$ cat src/rtl/kstb_pkg.sv
// ---------------------------------------------------------------------------
// kstb_pkg
// Shared types and codes of the keyed software timer bank.
// ---------------------------------------------------------------------------
package kstb_pkg;

   localparam int DefaultTimerSlots = 16;
   localparam logic [9:0] TickLenReset = 10'd10;

   localparam logic [1:0] ACT_TICK   = 2'd0;
   localparam logic [1:0] ACT_SET    = 2'd1;
   localparam logic [1:0] ACT_KILL   = 2'd2;
   localparam logic [1:0] ACT_CLIENT = 2'd3;

   localparam logic [1:0] STS_DONE   = 2'd0;
   localparam logic [1:0] STS_FULL   = 2'd1;
   localparam logic [1:0] STS_ABSENT = 2'd2;

   typedef struct packed {
      logic [15:0] client;
      logic [15:0] timer;
      logic [31:0] interval;
      logic [31:0] elapsed;
      logic        one_shot;
   } slot_entry_type;

   typedef struct packed {
      logic load_req;
      logic rd_en;
      logic eval;
      logic finish;
      logic sel_start;
      logic sel_eval;
      logic pick;
   } cmd_type;

   typedef struct packed {
      logic [1:0] action;
      logic       fired_any;
   } sts_type;

endpackage

$ cat src/rtl/keyed_software_timer_bank.sv
// ---------------------------------------------------------------------------
// keyed_software_timer_bank
// Table of keyed timers with set, kill and tick requests.
//
// Channel  Direction  Handshake            Contents
// req      in         req_tvalid/tready    one request
// rsp      out        rsp_tvalid/tready    one result, tlast on the final one
// csr      in         csr_wr_en            tick length in milliseconds
//
// A request sweeps the slots through the single read port of the slot memory
// and then presents its result. A tick that fires timers runs one ordered
// selection sweep per fired timer. Reset is synchronous and clears all slots
// at once. A stalled result holds the block; no request is taken until the
// last result has been delivered.
// ---------------------------------------------------------------------------
module keyed_software_timer_bank #(
   parameter int TIMER_SLOTS = kstb_pkg::DefaultTimerSlots
) (
   input  logic        clock,
   input  logic        reset,
   input  logic        csr_wr_en,
   input  logic [9:0]  csr_wr_data,
   input  logic        req_tvalid,
   output logic        req_tready,
   // client_id, timer_num, interval_ms, one_shot, zero padding
   input  logic [71:0] req_tdata,
   // action
   input  logic [1:0]  req_tuser,
   output logic        rsp_tvalid,
   input  logic        rsp_tready,
   // status, fired_client, fired_timer, zero padding
   output logic [39:0] rsp_tdata,
   // fired_flag
   output logic [0:0]  rsp_tuser,
   output logic        rsp_tlast
);

   localparam int IdxW = (TIMER_SLOTS > 1) ? $clog2(TIMER_SLOTS) : 1;

   kstb_pkg::cmd_type cmd;
   kstb_pkg::sts_type sts;
   logic [IdxW-1:0]   idx;

   kstb_controller #(.TIMER_SLOTS(TIMER_SLOTS)) u_ctrl (
      .clock      (clock),
      .reset      (reset),
      .req_tvalid (req_tvalid),
      .req_tready (req_tready),
      .rsp_tvalid (rsp_tvalid),
      .rsp_tready (rsp_tready),
      .sts        (sts),
      .cmd        (cmd),
      .idx        (idx)
   );

   kstb_datapath #(.TIMER_SLOTS(TIMER_SLOTS)) u_dp (
      .clock       (clock),
      .reset       (reset),
      .csr_wr_en   (csr_wr_en),
      .csr_wr_data (csr_wr_data),
      .req_tdata   (req_tdata),
      .req_tuser   (req_tuser),
      .cmd         (cmd),
      .idx         (idx),
      .sts         (sts),
      .rsp_tdata   (rsp_tdata),
      .rsp_tuser   (rsp_tuser),
      .rsp_tlast   (rsp_tlast)
   );

endmodule

$ cat src/rtl/kstb_datapath.sv
// ---------------------------------------------------------------------------
// kstb_datapath
// Slot memory, slot flags, request and result registers of the timer bank.
// ---------------------------------------------------------------------------
module kstb_datapath #(
   parameter int TIMER_SLOTS = kstb_pkg::DefaultTimerSlots,
   localparam int IdxW = (TIMER_SLOTS > 1) ? $clog2(TIMER_SLOTS) : 1
) (
   input  logic              clock,
   input  logic              reset,
   input  logic              csr_wr_en,
   input  logic [9:0]        csr_wr_data,
   input  logic [71:0]       req_tdata,
   input  logic [1:0]        req_tuser,
   input  kstb_pkg::cmd_type cmd,
   input  logic [IdxW-1:0]   idx,
   output kstb_pkg::sts_type sts,
   output logic [39:0]       rsp_tdata,
   output logic [0:0]        rsp_tuser,
   output logic              rsp_tlast
);

   kstb_pkg::slot_entry_type mem [TIMER_SLOTS];
   kstb_pkg::slot_entry_type rdata_ff;
   kstb_pkg::slot_entry_type wdata;
   logic                     we;
   logic [IdxW-1:0]          waddr;

   logic [9:0]  tick_len_ff;
   logic [1:0]  act_ff;
   logic [15:0] cl_ff, tm_ff;
   logic [31:0] iv_ff;
   logic        os_ff;

   logic [TIMER_SLOTS-1:0] valid_ff, valid_in, pend_ff, pend_in;
   logic [TIMER_SLOTS-1:0] stop_ff, stop_in, fired_ff, fired_in;
   logic            found_ff, found_in, have_ff, have_in;
   logic [IdxW-1:0] match_ff, match_in, min_idx_ff, min_idx_in;
   logic [31:0]     min_key_ff, min_key_in;

   logic [1:0]  status_ff, status_in;
   logic        flag_ff, flag_in, last_ff, last_in;
   logic [15:0] fcl_ff, fcl_in, ftm_ff, ftm_in;

   logic            key_hit, client_hit, fire, free_any, remove;
   logic [IdxW-1:0] free_idx;
   logic [32:0]     sum;
   logic [31:0]     elapsed_new, sel_key;

   assign client_hit = valid_ff[idx] && (rdata_ff.client == cl_ff);
   assign key_hit = client_hit && (rdata_ff.timer == tm_ff);
   assign sum = {1'b0, rdata_ff.elapsed} + {23'd0, tick_len_ff};
   assign elapsed_new = sum[32] ? 32'hFFFF_FFFF : sum[31:0];
   assign fire = elapsed_new >= rdata_ff.interval;
   assign sel_key = {rdata_ff.client, rdata_ff.timer};

   always_comb begin
      free_any = 1'b0;
      free_idx = '0;
      for (int i = TIMER_SLOTS - 1; i >= 0; i--) begin
         if (!valid_ff[i]) begin
            free_any = 1'b1;
            free_idx = IdxW'(i);
         end
      end
   end

   always_comb begin
      valid_in = valid_ff;
      pend_in = pend_ff;
      stop_in = stop_ff;
      fired_in = fired_ff;
      found_in = found_ff;
      match_in = match_ff;
      have_in = have_ff;
      min_idx_in = min_idx_ff;
      min_key_in = min_key_ff;
      status_in = status_ff;
      flag_in = flag_ff;
      last_in = last_ff;
      fcl_in = fcl_ff;
      ftm_in = ftm_ff;
      we = 1'b0;
      waddr = idx;
      wdata = rdata_ff;
      remove = 1'b0;
      if (cmd.load_req) begin
         fired_in = '0;
         found_in = 1'b0;
      end
      if (cmd.sel_start) begin
         have_in = 1'b0;
      end
      if (cmd.eval) begin
         unique case (act_ff)
            kstb_pkg::ACT_TICK: begin
               if (valid_ff[idx] && !stop_ff[idx]) begin
                  we = 1'b1;
                  wdata.elapsed = fire ? 32'd0 : elapsed_new;
                  if (fire) begin
                     fired_in[idx] = 1'b1;
                     if (rdata_ff.one_shot) begin
                        pend_in[idx] = 1'b1;
                     end
                  end
               end
            end
            kstb_pkg::ACT_SET: begin
               if (key_hit) begin
                  found_in = 1'b1;
                  match_in = idx;
               end
            end
            kstb_pkg::ACT_KILL: begin
               if (key_hit) begin
                  found_in = 1'b1;
                  pend_in[idx] = 1'b1;
               end
            end
            default: begin
               if (client_hit) begin
                  found_in = 1'b1;
                  pend_in[idx] = 1'b1;
                  stop_in[idx] = 1'b1;
               end
            end
         endcase
      end
      if (cmd.sel_eval) begin
         if (fired_ff[idx] && (!have_ff || (sel_key < min_key_ff))) begin
            have_in = 1'b1;
            min_key_in = sel_key;
            min_idx_in = idx;
         end
      end
      if (cmd.finish) begin
         flag_in = 1'b0;
         last_in = 1'b1;
         fcl_in = '0;
         ftm_in = '0;
         status_in = kstb_pkg::STS_DONE;
         wdata.client = cl_ff;
         wdata.timer = tm_ff;
         wdata.interval = iv_ff;
         wdata.elapsed = '0;
         wdata.one_shot = os_ff;
         unique case (act_ff)
            kstb_pkg::ACT_TICK: begin
               remove = 1'b1;
            end
            kstb_pkg::ACT_SET: begin
               if (found_ff) begin
                  we = 1'b1;
                  waddr = match_ff;
               end else if (free_any) begin
                  we = 1'b1;
                  waddr = free_idx;
                  valid_in[free_idx] = 1'b1;
                  pend_in[free_idx] = 1'b0;
                  stop_in[free_idx] = 1'b0;
               end else begin
                  status_in = kstb_pkg::STS_FULL;
               end
            end
            default: begin
               if (!found_ff) begin
                  status_in = kstb_pkg::STS_ABSENT;
               end
            end
         endcase
      end
      if (cmd.pick) begin
         fired_in[min_idx_in] = 1'b0;
         flag_in = 1'b1;
         status_in = kstb_pkg::STS_DONE;
         fcl_in = min_key_in[31:16];
         ftm_in = min_key_in[15:0];
         last_in = (fired_in == '0);
         remove = last_in;
      end
      if (remove) begin
         valid_in = valid_ff & ~pend_ff;
         stop_in = stop_ff & ~pend_ff;
         pend_in = '0;
      end
   end

   always_ff @(posedge clock) begin
      if (reset) begin
         tick_len_ff <= kstb_pkg::TickLenReset;
         valid_ff <= '0;
         pend_ff <= '0;
         stop_ff <= '0;
         fired_ff <= '0;
         found_ff <= 1'b0;
         have_ff <= 1'b0;
      end else begin
         if (csr_wr_en) begin
            tick_len_ff <= csr_wr_data;
         end
         valid_ff <= valid_in;
         pend_ff <= pend_in;
         stop_ff <= stop_in;
         fired_ff <= fired_in;
         found_ff <= found_in;
         have_ff <= have_in;
      end
   end

   always_ff @(posedge clock) begin
      if (cmd.load_req) begin
         act_ff <= req_tuser;
         cl_ff <= req_tdata[15:0];
         tm_ff <= req_tdata[31:16];
         iv_ff <= req_tdata[63:32];
         os_ff <= req_tdata[64];
      end
      match_ff <= match_in;
      min_idx_ff <= min_idx_in;
      min_key_ff <= min_key_in;
      status_ff <= status_in;
      flag_ff <= flag_in;
      last_ff <= last_in;
      fcl_ff <= fcl_in;
      ftm_ff <= ftm_in;
   end

   always_ff @(posedge clock) begin
      if (we) begin
         mem[waddr] <= wdata;
      end
      if (cmd.rd_en) begin
         rdata_ff <= mem[idx];
      end
   end

   assign sts.action = act_ff;
   assign sts.fired_any = (fired_ff != '0);
   assign rsp_tdata = {6'd0, ftm_ff, fcl_ff, status_ff};
   assign rsp_tuser = flag_ff;
   assign rsp_tlast = last_ff;

endmodule

$ cat src/rtl/kstb_controller.sv
// ---------------------------------------------------------------------------
// kstb_controller
// Sequencer that sweeps the slots for each request and emits the results.
// ---------------------------------------------------------------------------
module kstb_controller #(
   parameter int TIMER_SLOTS = kstb_pkg::DefaultTimerSlots,
   localparam int IdxW = (TIMER_SLOTS > 1) ? $clog2(TIMER_SLOTS) : 1
) (
   input  logic              clock,
   input  logic              reset,
   input  logic              req_tvalid,
   output logic              req_tready,
   output logic              rsp_tvalid,
   input  logic              rsp_tready,
   input  kstb_pkg::sts_type sts,
   output kstb_pkg::cmd_type cmd,
   output logic [IdxW-1:0]   idx
);

   localparam logic [2:0] S_IDLE = 3'd0;
   localparam logic [2:0] S_RD   = 3'd1;
   localparam logic [2:0] S_EV   = 3'd2;
   localparam logic [2:0] S_FIN  = 3'd3;
   localparam logic [2:0] S_SRD  = 3'd4;
   localparam logic [2:0] S_SEV  = 3'd5;
   localparam logic [2:0] S_OUT  = 3'd6;
   localparam logic [IdxW-1:0] LastIdx = IdxW'(TIMER_SLOTS - 1);

   logic [2:0]      state_ff, state_in;
   logic [IdxW-1:0] idx_ff, idx_in;

   always_comb begin
      state_in = state_ff;
      idx_in = idx_ff;
      cmd = '0;
      req_tready = 1'b0;
      rsp_tvalid = 1'b0;
      unique case (state_ff)
         S_IDLE: begin
            req_tready = 1'b1;
            if (req_tvalid) begin
               cmd.load_req = 1'b1;
               idx_in = '0;
               state_in = S_RD;
            end
         end
         S_RD: begin
            cmd.rd_en = 1'b1;
            state_in = S_EV;
         end
         S_EV: begin
            cmd.eval = 1'b1;
            if (idx_ff == LastIdx) begin
               state_in = S_FIN;
            end else begin
               idx_in = idx_ff + 1'b1;
               state_in = S_RD;
            end
         end
         S_FIN: begin
            if (sts.action == kstb_pkg::ACT_TICK && sts.fired_any) begin
               cmd.sel_start = 1'b1;
               idx_in = '0;
               state_in = S_SRD;
            end else begin
               cmd.finish = 1'b1;
               state_in = S_OUT;
            end
         end
         S_SRD: begin
            cmd.rd_en = 1'b1;
            state_in = S_SEV;
         end
         S_SEV: begin
            cmd.sel_eval = 1'b1;
            if (idx_ff == LastIdx) begin
               state_in = S_OUT;
            end else begin
               idx_in = idx_ff + 1'b1;
               state_in = S_SRD;
            end
         end
         S_OUT: begin
            rsp_tvalid = 1'b1;
            if (rsp_tready) begin
               if (sts.fired_any) begin
                  cmd.sel_start = 1'b1;
                  idx_in = '0;
                  state_in = S_SRD;
               end else begin
                  state_in = S_IDLE;
               end
            end
         end
         default: begin
            state_in = S_IDLE;
         end
      endcase
      if (state_ff == S_SEV && idx_ff == LastIdx) begin
         cmd.pick = 1'b1;
      end
   end

   always_ff @(posedge clock) begin
      if (reset) begin
         state_ff <= S_IDLE;
         idx_ff <= '0;
      end else begin
         state_ff <= state_in;
         idx_ff <= idx_in;
      end
   end

   assign idx = idx_ff;

   a_pick_shows: assert property (@(posedge clock) disable iff (reset)
      cmd.pick |=> rsp_tvalid)
      else $error("A picked timer was not presented.");
   a_done_idle: assert property (@(posedge clock) disable iff (reset)
      (rsp_tvalid && rsp_tready && !sts.fired_any) |=> req_tready)
      else $error("The block did not return to idle after its final result.");
   a_one_side: assert property (@(posedge clock) disable iff (reset)
      cmd.load_req |=> !rsp_tvalid && !req_tready)
      else $error("A request was taken while another was still in progress.");

endmodule

$ cat config.mk
export PLATFORM = sky130hd
export DESIGN_NAME = keyed_software_timer_bank
export DESIGN_NICKNAME = d
export VERILOG_FILES = /design/src/rtl/kstb_pkg.sv /design/src/rtl/keyed_software_timer_bank.sv /design/src/rtl/kstb_datapath.sv /design/src/rtl/kstb_controller.sv
export SDC_FILE = /design/constraint.sdc
export NUM_CORES = 2
export LEC_CHECK = 0
export BUFFER_PORTS_ARGS = -buffer_cell sky130_fd_sc_hd__buf_2
export CORE_ASPECT_RATIO = 0.6
export CORE_MARGIN = 2
export CORE_UTILIZATION = 45
export DETAILED_ROUTE_END_ITERATION = 7
export PLACE_DENSITY = 0.69
export SKIP_LAST_GASP = 1
export SLEW_MARGIN = 20
export SYNTH_ARGS = -nofsm -noshare
export SYNTH_HDL_FRONTEND = slang
export SYNTH_SLANG_ARGS = --single-unit
$ cat constraint.sdc
create_clock -name clock -period 6.8 [get_ports clock]
set_input_delay 1.36 -clock clock [delete_from_list [all_inputs] [get_ports clock]]
set_output_delay 1.36 -clock clock [all_outputs]
set_load 0.02 [all_outputs]
==> Yosys cells after proc, flatten, opt, wreduce, memory -nomap -nowiden <==
Memories as Yosys holds them, arrays and structs flattened. A register that Yosys moved wholly into a read port is not among the register bits.
Index checks and enable logic that the tools add are counted.
W data, S select, Z words.
{ "word_totals": {"ff_bits": 226, "ramBits": 1552, "input_bits": 89, "out_inout_bits": 44, "wordCells": 236, "n_memories": 1} }
{ "classes": {"addsub": 2, "n_lt_le_gt_ge": 8, "n_eq_ne": 17, "muxes": 144, "bitwise": 12, "n_reduce_logical": 30} }
{ "memory_table": {"columns": ["memory", "words", "width", "rd", "rd_clocked_by_memory_dff", "write_ports", "line", "rtl"], "rows": [
  ["u_dp.mem", 16, 97, 1, 1, 1, "kstb_datapath.sv:23", "kstb_pkg::slot_entry_type mem [TIMER_SLOTS];"]
]} }
{ "op_table": {"columns": ["operator", "n"], "rows": [
  ["$mux W16", 32],
  ["$mux W32", 7],
  ["$mux W4", 27],
  ["$mux W97", 1],
  ["$and A16 B16 Y16", 5],
  ["$or A16 B16 Y16", 4],
  ["$mux W1", 57],
  ["$not A16 Y16", 3],
  ["$pmux W16 S3", 1],
  ["$add A32 B10 Y33", 1],
  ["$eq A16 B16 Y1", 2],
  ["$ge A32 B32 Y1", 1],
  ["$lt A32 B32 Y1", 1],
  ["$pmux W3 S7", 1],
  ["$logic_not A16 Y1", 1],
  ["$pmux W4 S4", 1],
  ["$reduce_bool A16 Y1", 1],
  ["$lt A4 B5 Y1 const B", 3],
  ["$bmux W1 S4", 3],
  ["$demux W1 S4", 3],
  ["$ge A4 B1 Y1 const B", 3],
  ["$mux W2", 5],
  ["$eq A3 B3 Y1 const B", 3],
  ["$logic_and A1 B1 Y1", 9],
  ["23 further kinds", 38]
]} }

==> Longest topological paths before layout <==
{ "depth": {"ltp_word": 27, "mapped_depth": 29, "depth_no_buf": 25} }

==> Modules after synthesis <==
From an unflattened synthesis, not the netlist that was laid out.
{ "hier_totals": {"cells_unflattened": 3942, "area_unflattened_um2": 75847.7} }
{ "modules_own_cells": {"columns": ["mod", "instances", "cells_per_inst", "area_per_inst_um2", "seq_area_each_um2"], "rows": [
  ["kstb_datapath", 1, 3882, 75327.2, 54942.7],
  ["kstb_controller", 1, 60, 520.5, 140.1]
]} }

==> Worst setup path before layout <==
No wires, ideal clock.
{ "synth_path": {"path_type": "reg2reg", "start": "register u_ctrl.idx_ff[1] (netlist: u_ctrl.idx[1])", "end": "memory u_dp.mem[7][0] (netlist bit) (enable)", "setup_time_ns": 0.554, "t_arrival_ns": 6.156, "t_required_ns": 6.246, "slack_ns": 0.090, "path_stages_with_launch": 11, "path_buffers": 2, "synth_period_minus_slack_ns": 6.710, "path_cell_list": "dfxtp_1 -> buf_6 -> mux4_2 -> mux2i_1 -> nand4_1 -> nand2_1 -> nand2_1 -> clkbuf_1 -> a21boi_0 -> nand2_1 -> nor2_1"} }
{ "synth_between": {"elab_chain_len": 13, "word_cells_on_any_way": 19, "cone_classes": "17 x mux; 2 x reduce/logical"} }
{ "synth_rtl": {"columns": ["item", "line", "rtl"], "rows": [
  ["start: declaration", "kstb_controller.sv:30", "logic [IdxW-1:0] idx_ff, idx_in;"],
  ["start signal: assignment", "kstb_controller.sv:110", "idx_ff <= idx_in;"],
  ["$bmux W1 S4", "kstb_datapath.sv:97", "if (valid_ff[idx] && !stop_ff[idx]) begin"],
  ["$mux W1 (implied by the code)", "kstb_datapath.sv:97", null],
  ["$logic_not A1 Y1", "kstb_datapath.sv:97", null],
  ["$logic_and A1 B1 Y1", "kstb_datapath.sv:97", null],
  ["$mux W1", "kstb_datapath.sv:97", null],
  ["$mux W1", "kstb_datapath.sv:95", "unique case (act_ff)"],
  ["$mux W1", "kstb_datapath.sv:94", "if (cmd.eval) begin"],
  ["$mux W1", "kstb_datapath.sv:155", "end else if (free_any) begin"],
  ["$mux W1", "kstb_datapath.sv:152", "if (found_ff) begin"],
  ["$mux W1", "kstb_datapath.sv:147", "unique case (act_ff)"],
  ["$mux W1", "kstb_datapath.sv:136", "if (cmd.finish) begin"],
  ["$mux W1", "kstb_datapath.sv:229", "if (we) begin"],
  ["$mux W1 (implied by the code)", "kstb_datapath.sv:230", "mem[waddr] <= wdata;"],
  ["end: declaration", "kstb_datapath.sv:23", null]
]} }
Several ways; a longest one is shown, not always the timed one. The select of a mux whose other input is x is not followed.

==> Final worst setup path <==
{ "layout_path": {"start": "register, netlist name u_dp.rdata_ff[1]", "end": "register u_dp.stop_ff[10]"} }
{ "layout_between": {"elab_chain_len": 11} }
{ "layout_rtl": {"columns": ["item", "line", "rtl"], "rows": [
  ["$add A32 B10 Y33", "kstb_datapath.sv:52", "assign sum = {1'b0, rdata_ff.elapsed} + {23'd0, tick_len_ff};"],
  ["$mux W32", "kstb_datapath.sv:53", "assign elapsed_new = sum[32] ? 32'hFFFF_FFFF : sum[31:0];"],
  ["$ge A32 B32 Y1", "kstb_datapath.sv:54", "assign fire = elapsed_new >= rdata_ff.interval;"],
  ["$mux W16", "kstb_datapath.sv:100", "if (fire) begin"],
  ["$mux W16", "kstb_datapath.sv:97", null],
  ["$mux W16", "kstb_datapath.sv:95", null],
  ["$mux W16", "kstb_datapath.sv:94", null],
  ["$and A16 B16 Y16 (no line)", null, null],
  ["$logic_not A16 Y1", "kstb_datapath.sv:178", "last_in = (fired_in == '0);"],
  ["$mux W1", "kstb_datapath.sv:172", "if (cmd.pick) begin"],
  ["$mux W16", "kstb_datapath.sv:181", "if (remove) begin"],
  ["end signal: assignment", "kstb_datapath.sv:203", "stop_ff <= stop_in;"],
  ["end: declaration", "kstb_datapath.sv:36", "logic [TIMER_SLOTS-1:0] stop_ff, stop_in, fired_ff, fired_in;"]
]} }
Every way passes these cells.
A chain may end at the register's enable or synchronous reset.

==> out/summary.txt <==
Crit start category: flop
Leak Pwr: 27.2 nW
Post-Synthesis Cells: 4032
CTS tree: built
Row Count: 116
Routed len/inst: 27.8 um
Finished Cell Area: 0.0853 mm^2
Final Util: 51.1%
Syn_area_per_cell: 18.8 um^2
Most frequent CP cell: a21oi_2
Largest net degree at the start of global routing: 116
Routed vias: 40000
Fin cells: 6644
Initial antenna violation count: 3
Register area: 0.0551 mm^2
Status: finished clean
Slowest cell on the critical path: edfxtp_1
First-pass DRT Iterations: 8
Max-cap violations: 0
Remaining Overflow, GRT: 0
Tcrit/Tclk final: 95.2%
Post-CTS Hold Buffers: 0
Unique cell type count in the Yosys netlist: 84
Cell Pwr Density: 271 mW/mm^2
Vias in the first global route: 39300
Clock Latency Late Sink: 0.82 ns
Tot GR Track Use: 21.3%
Max Fclk: 155 MHz
Setup TNS: 0 ns
Post-Place Cells: 6327
Die X-Extent: 534 um
Port bufs: 119
Core area: 0.167 mm^2
Final setup viols: 0
Min Tclk post-route: 6.47 ns
Share of layout cells above drive strength 1: 24.7%
Slew HR: 24.6%
Die Y: 322 um
# nets final: 4443
CP max stage delay: 0.41 ns
Num CTS Buffers: 173
Clock tree buffer depth: 4
Top FF cell, synth: edfxtp_1
Dpl cell area: 0.0798 mm^2
Area occupied by multi-input gates: 0.0197 mm^2
Clock skew: 0.0580 ns
Seq/Total Area, Yosys: 72.7%
Post-DP HPWL: 99.7 mm
CP endpoint kind: flop
First-pass GRT wire length: 269 mm
Async SR Flop Fraction: 0%
Slew @ Worst Pin: 1.13 ns
Clock root buffer: clkbuf_16
Starting DRT DRC Count: 5651
Max Fanout on Critical Path: 19
Total Routed Length: 184 mm
Die area: 0.172 mm^2
Yosys reg bits: 1875
Clock sink total: 1875
DRC: 0
Crit path kind: flop to flop
Via/cell ratio: 6.02
Maximum vdd drop: 0.000182 V
Mapped cell area: 0.0757 mm^2
Reg clk slew, reported paths: 0.07 ns
Worst Path Arrival: 7.18 ns
Area Overhead vs Synth: 12.6%
Hold Path Class: flop to flop
Ports: 133
Fill cells: 13200
Post-route ant nets: 0
Hold Vio Cnt, Final: 0
Routability congestion estimate from global placement: 0.915
Max-slew violations: 0
Post-synth EDFFs: 1753
Initial Utilization: 45.4%
Required time of the critical path: 7.51 ns
Synth Warn #: 0
H-tree Lvls: 4
==> cells in the mapped netlist, drive strengths merged, types with 7 or more instances <==
master	n	area, um^2
mux2i	27	270
nor2	119	447
ha	82	1030
inv	95	357
nand2b	24	150
o22a	14	123
edfxtp	1753	52600
nand2	313	1170
a22oi	16	120
a22o	10	87.6
buf	54	295
o31ai	12	90.1
o2111ai	8	70.1
xnor2	34	298
nand3	39	195
nor3	40	230
nor2b	17	106
o21ai	160	805
mux4	493	11100
o22ai	11	68.8
clkbuf	158	593
and2	46	288
xor2	20	175
o21bai	9	67.6
a21oi	97	489
dfxtp	122	2440
mux2	23	259
a21o	25	188
nand3b	23	173
nor4	23	165
nand4	21	131
a32oi	11	96.3
a31oi	21	131
and3	23	144
o21a	7	52.6
==> metal layers <==
layer	wire length, um	share of wire [%]	vias up	GRT usage [%]
met3	18700	10	266	4.80
met4	3570	1.9	2	4.59
met2	82100	44	2143	31.4
met1	80100	43	20800	32.6
met5	13	0.0070	-	0
li1	-	-	16800	-
==> metrics by stage <==
step,hold slack (ns),total power [W],worst slack [ns]
floorplan,0.406,0.0137,0.0899
CTS,0.450,0.0233,0.0468
global route,0.474,0.0239,-0.0193
global placement,0.431,0.0140,0.0977
finish,0.446,0.0231,0.328
detailed placement,0.440,0.0140,-0.0317
==> cells in the final DEF, fill, tap and decap left out, types with 18 or more instances in the layout <==
| master | Yosys | layout |
|---|---|---|
| ha_1 | 82 | 82 |
| nand3_1 | 39 | 39 |
| mux2_2 | 20 | 20 |
| nand4_1 | 21 | 21 |
| buf_12 | 0 | 25 |
| nor3_1 | 34 | 32 |
| nor2_1 | 119 | 102 |
| mux2i_1 | 27 | 27 |
| a31oi_1 | 21 | 21 |
| edfxtp_1 | 1753 | 1753 |
| nand2b_1 | 24 | 23 |
| nor4_1 | 21 | 18 |
| o21ai_0 | 158 | 155 |
| and2_1 | 45 | 44 |
| nand3b_1 | 23 | 23 |
| inv_1 | 93 | 92 |
| clkinv_2 | 0 | 23 |
| buf_4 | 11 | 125 |
| a21o_1 | 25 | 24 |
| and3_1 | 23 | 23 |
| clkinv_1 | 1 | 43 |
| clkbuf_1 | 158 | 29 |
| nand2_1 | 313 | 313 |
| dfxtp_1 | 122 | 118 |
| xnor2_1 | 34 | 34 |
| clkbuf_16 | 0 | 176 |
| mux4_2 | 493 | 493 |
| xor2_1 | 20 | 20 |
| buf_2 | 5 | 119 |
| a21oi_1 | 96 | 88 |
==> power breakdown <==
part / total (W) / internal (W) / leakage [nW] / switching, W
clock: 0.00934 / 0.00515 / 2.58 / 0.00419
sequential: 0.0129 / 0.0128 / 16.9 / 0.0000941
combinational: 0.000926 / 0.000320 / 7.71 / 0.000606
total: 0.0231 / 0.0183 / 27.2 / 0.00489
==> kinds of logic after synthesis <==
group                    share of synthesized area [%]
flip-flops                                        72.7
AND/OR/NAND/NOR                                   4.51
multiplexers                                      15.4
AO/OA/AOI/OAI                                     3.76
buffers and inverters                             1.65
adder cells (fa/ha/maj)                           1.38
XOR/XNOR                                         0.624
other                                          0.00495
==> what timing repair did <==
| action | 4_1_cts | 5_1_grt |
|---|---|---|
| resized for setup | 4 | 20 |
| cloned | 0 | 1 |
| pin swaps | 2 | 5 |
| endpoints found under the setup margin | 8 | 49 |
| buffers inserted | 1 | 9 |
| endpoints found under the hold margin | 0 | 0 |
==> sequential cells by signal, summed over array words and instances (netlist names), 32 cells and up <==
signal           flops
u_dp.rdata_ff       97
u_dp.mem          1552
u_dp.iv_ff          32
u_dp.min_key_ff     32
==> final timing paths <==
kind | startpoint | endpoint | slack (ns) | cells past startpoint
max | u_dp.rdata_ff[1] | u_dp.stop_ff[10] | 0.33 | 31
min reg2reg | u_dp.rsp_tuser | u_dp.rsp_tuser | 0.45 | 2
max reg2reg | u_dp.rdata_ff[1] | u_dp.stop_ff[10] | 0.33 | 31
min | u_dp.rsp_tuser | u_dp.rsp_tuser | 0.45 | 2
==> worst max-delay path: cells and delay by family, from the launching register on <==
kind                     cells  cell delay [ns]
XOR/XNOR                     1             0.14
buffers and inverters        6             0.97
AND/OR/NAND/NOR              4             0.67
flip-flops                   1             0.41
AO/OA/AOI/OAI               16             2.93
multiplexers                 1             0.31
adder cells (fa/ha/maj)      3             0.93
==> area by class of cell <==
cell class              instances  area share (%)
diodes                          2         0.00587
clock buffers                 208            5.32
clock inverters                96           0.881
inverters                      96           0.425
multi-input cells            1854            23.1
flip-flops and latches       1875            64.6
well taps                    2242            3.29
repair buffers                271            2.43
Note: power is estimated with default switching activity, not from simulation.
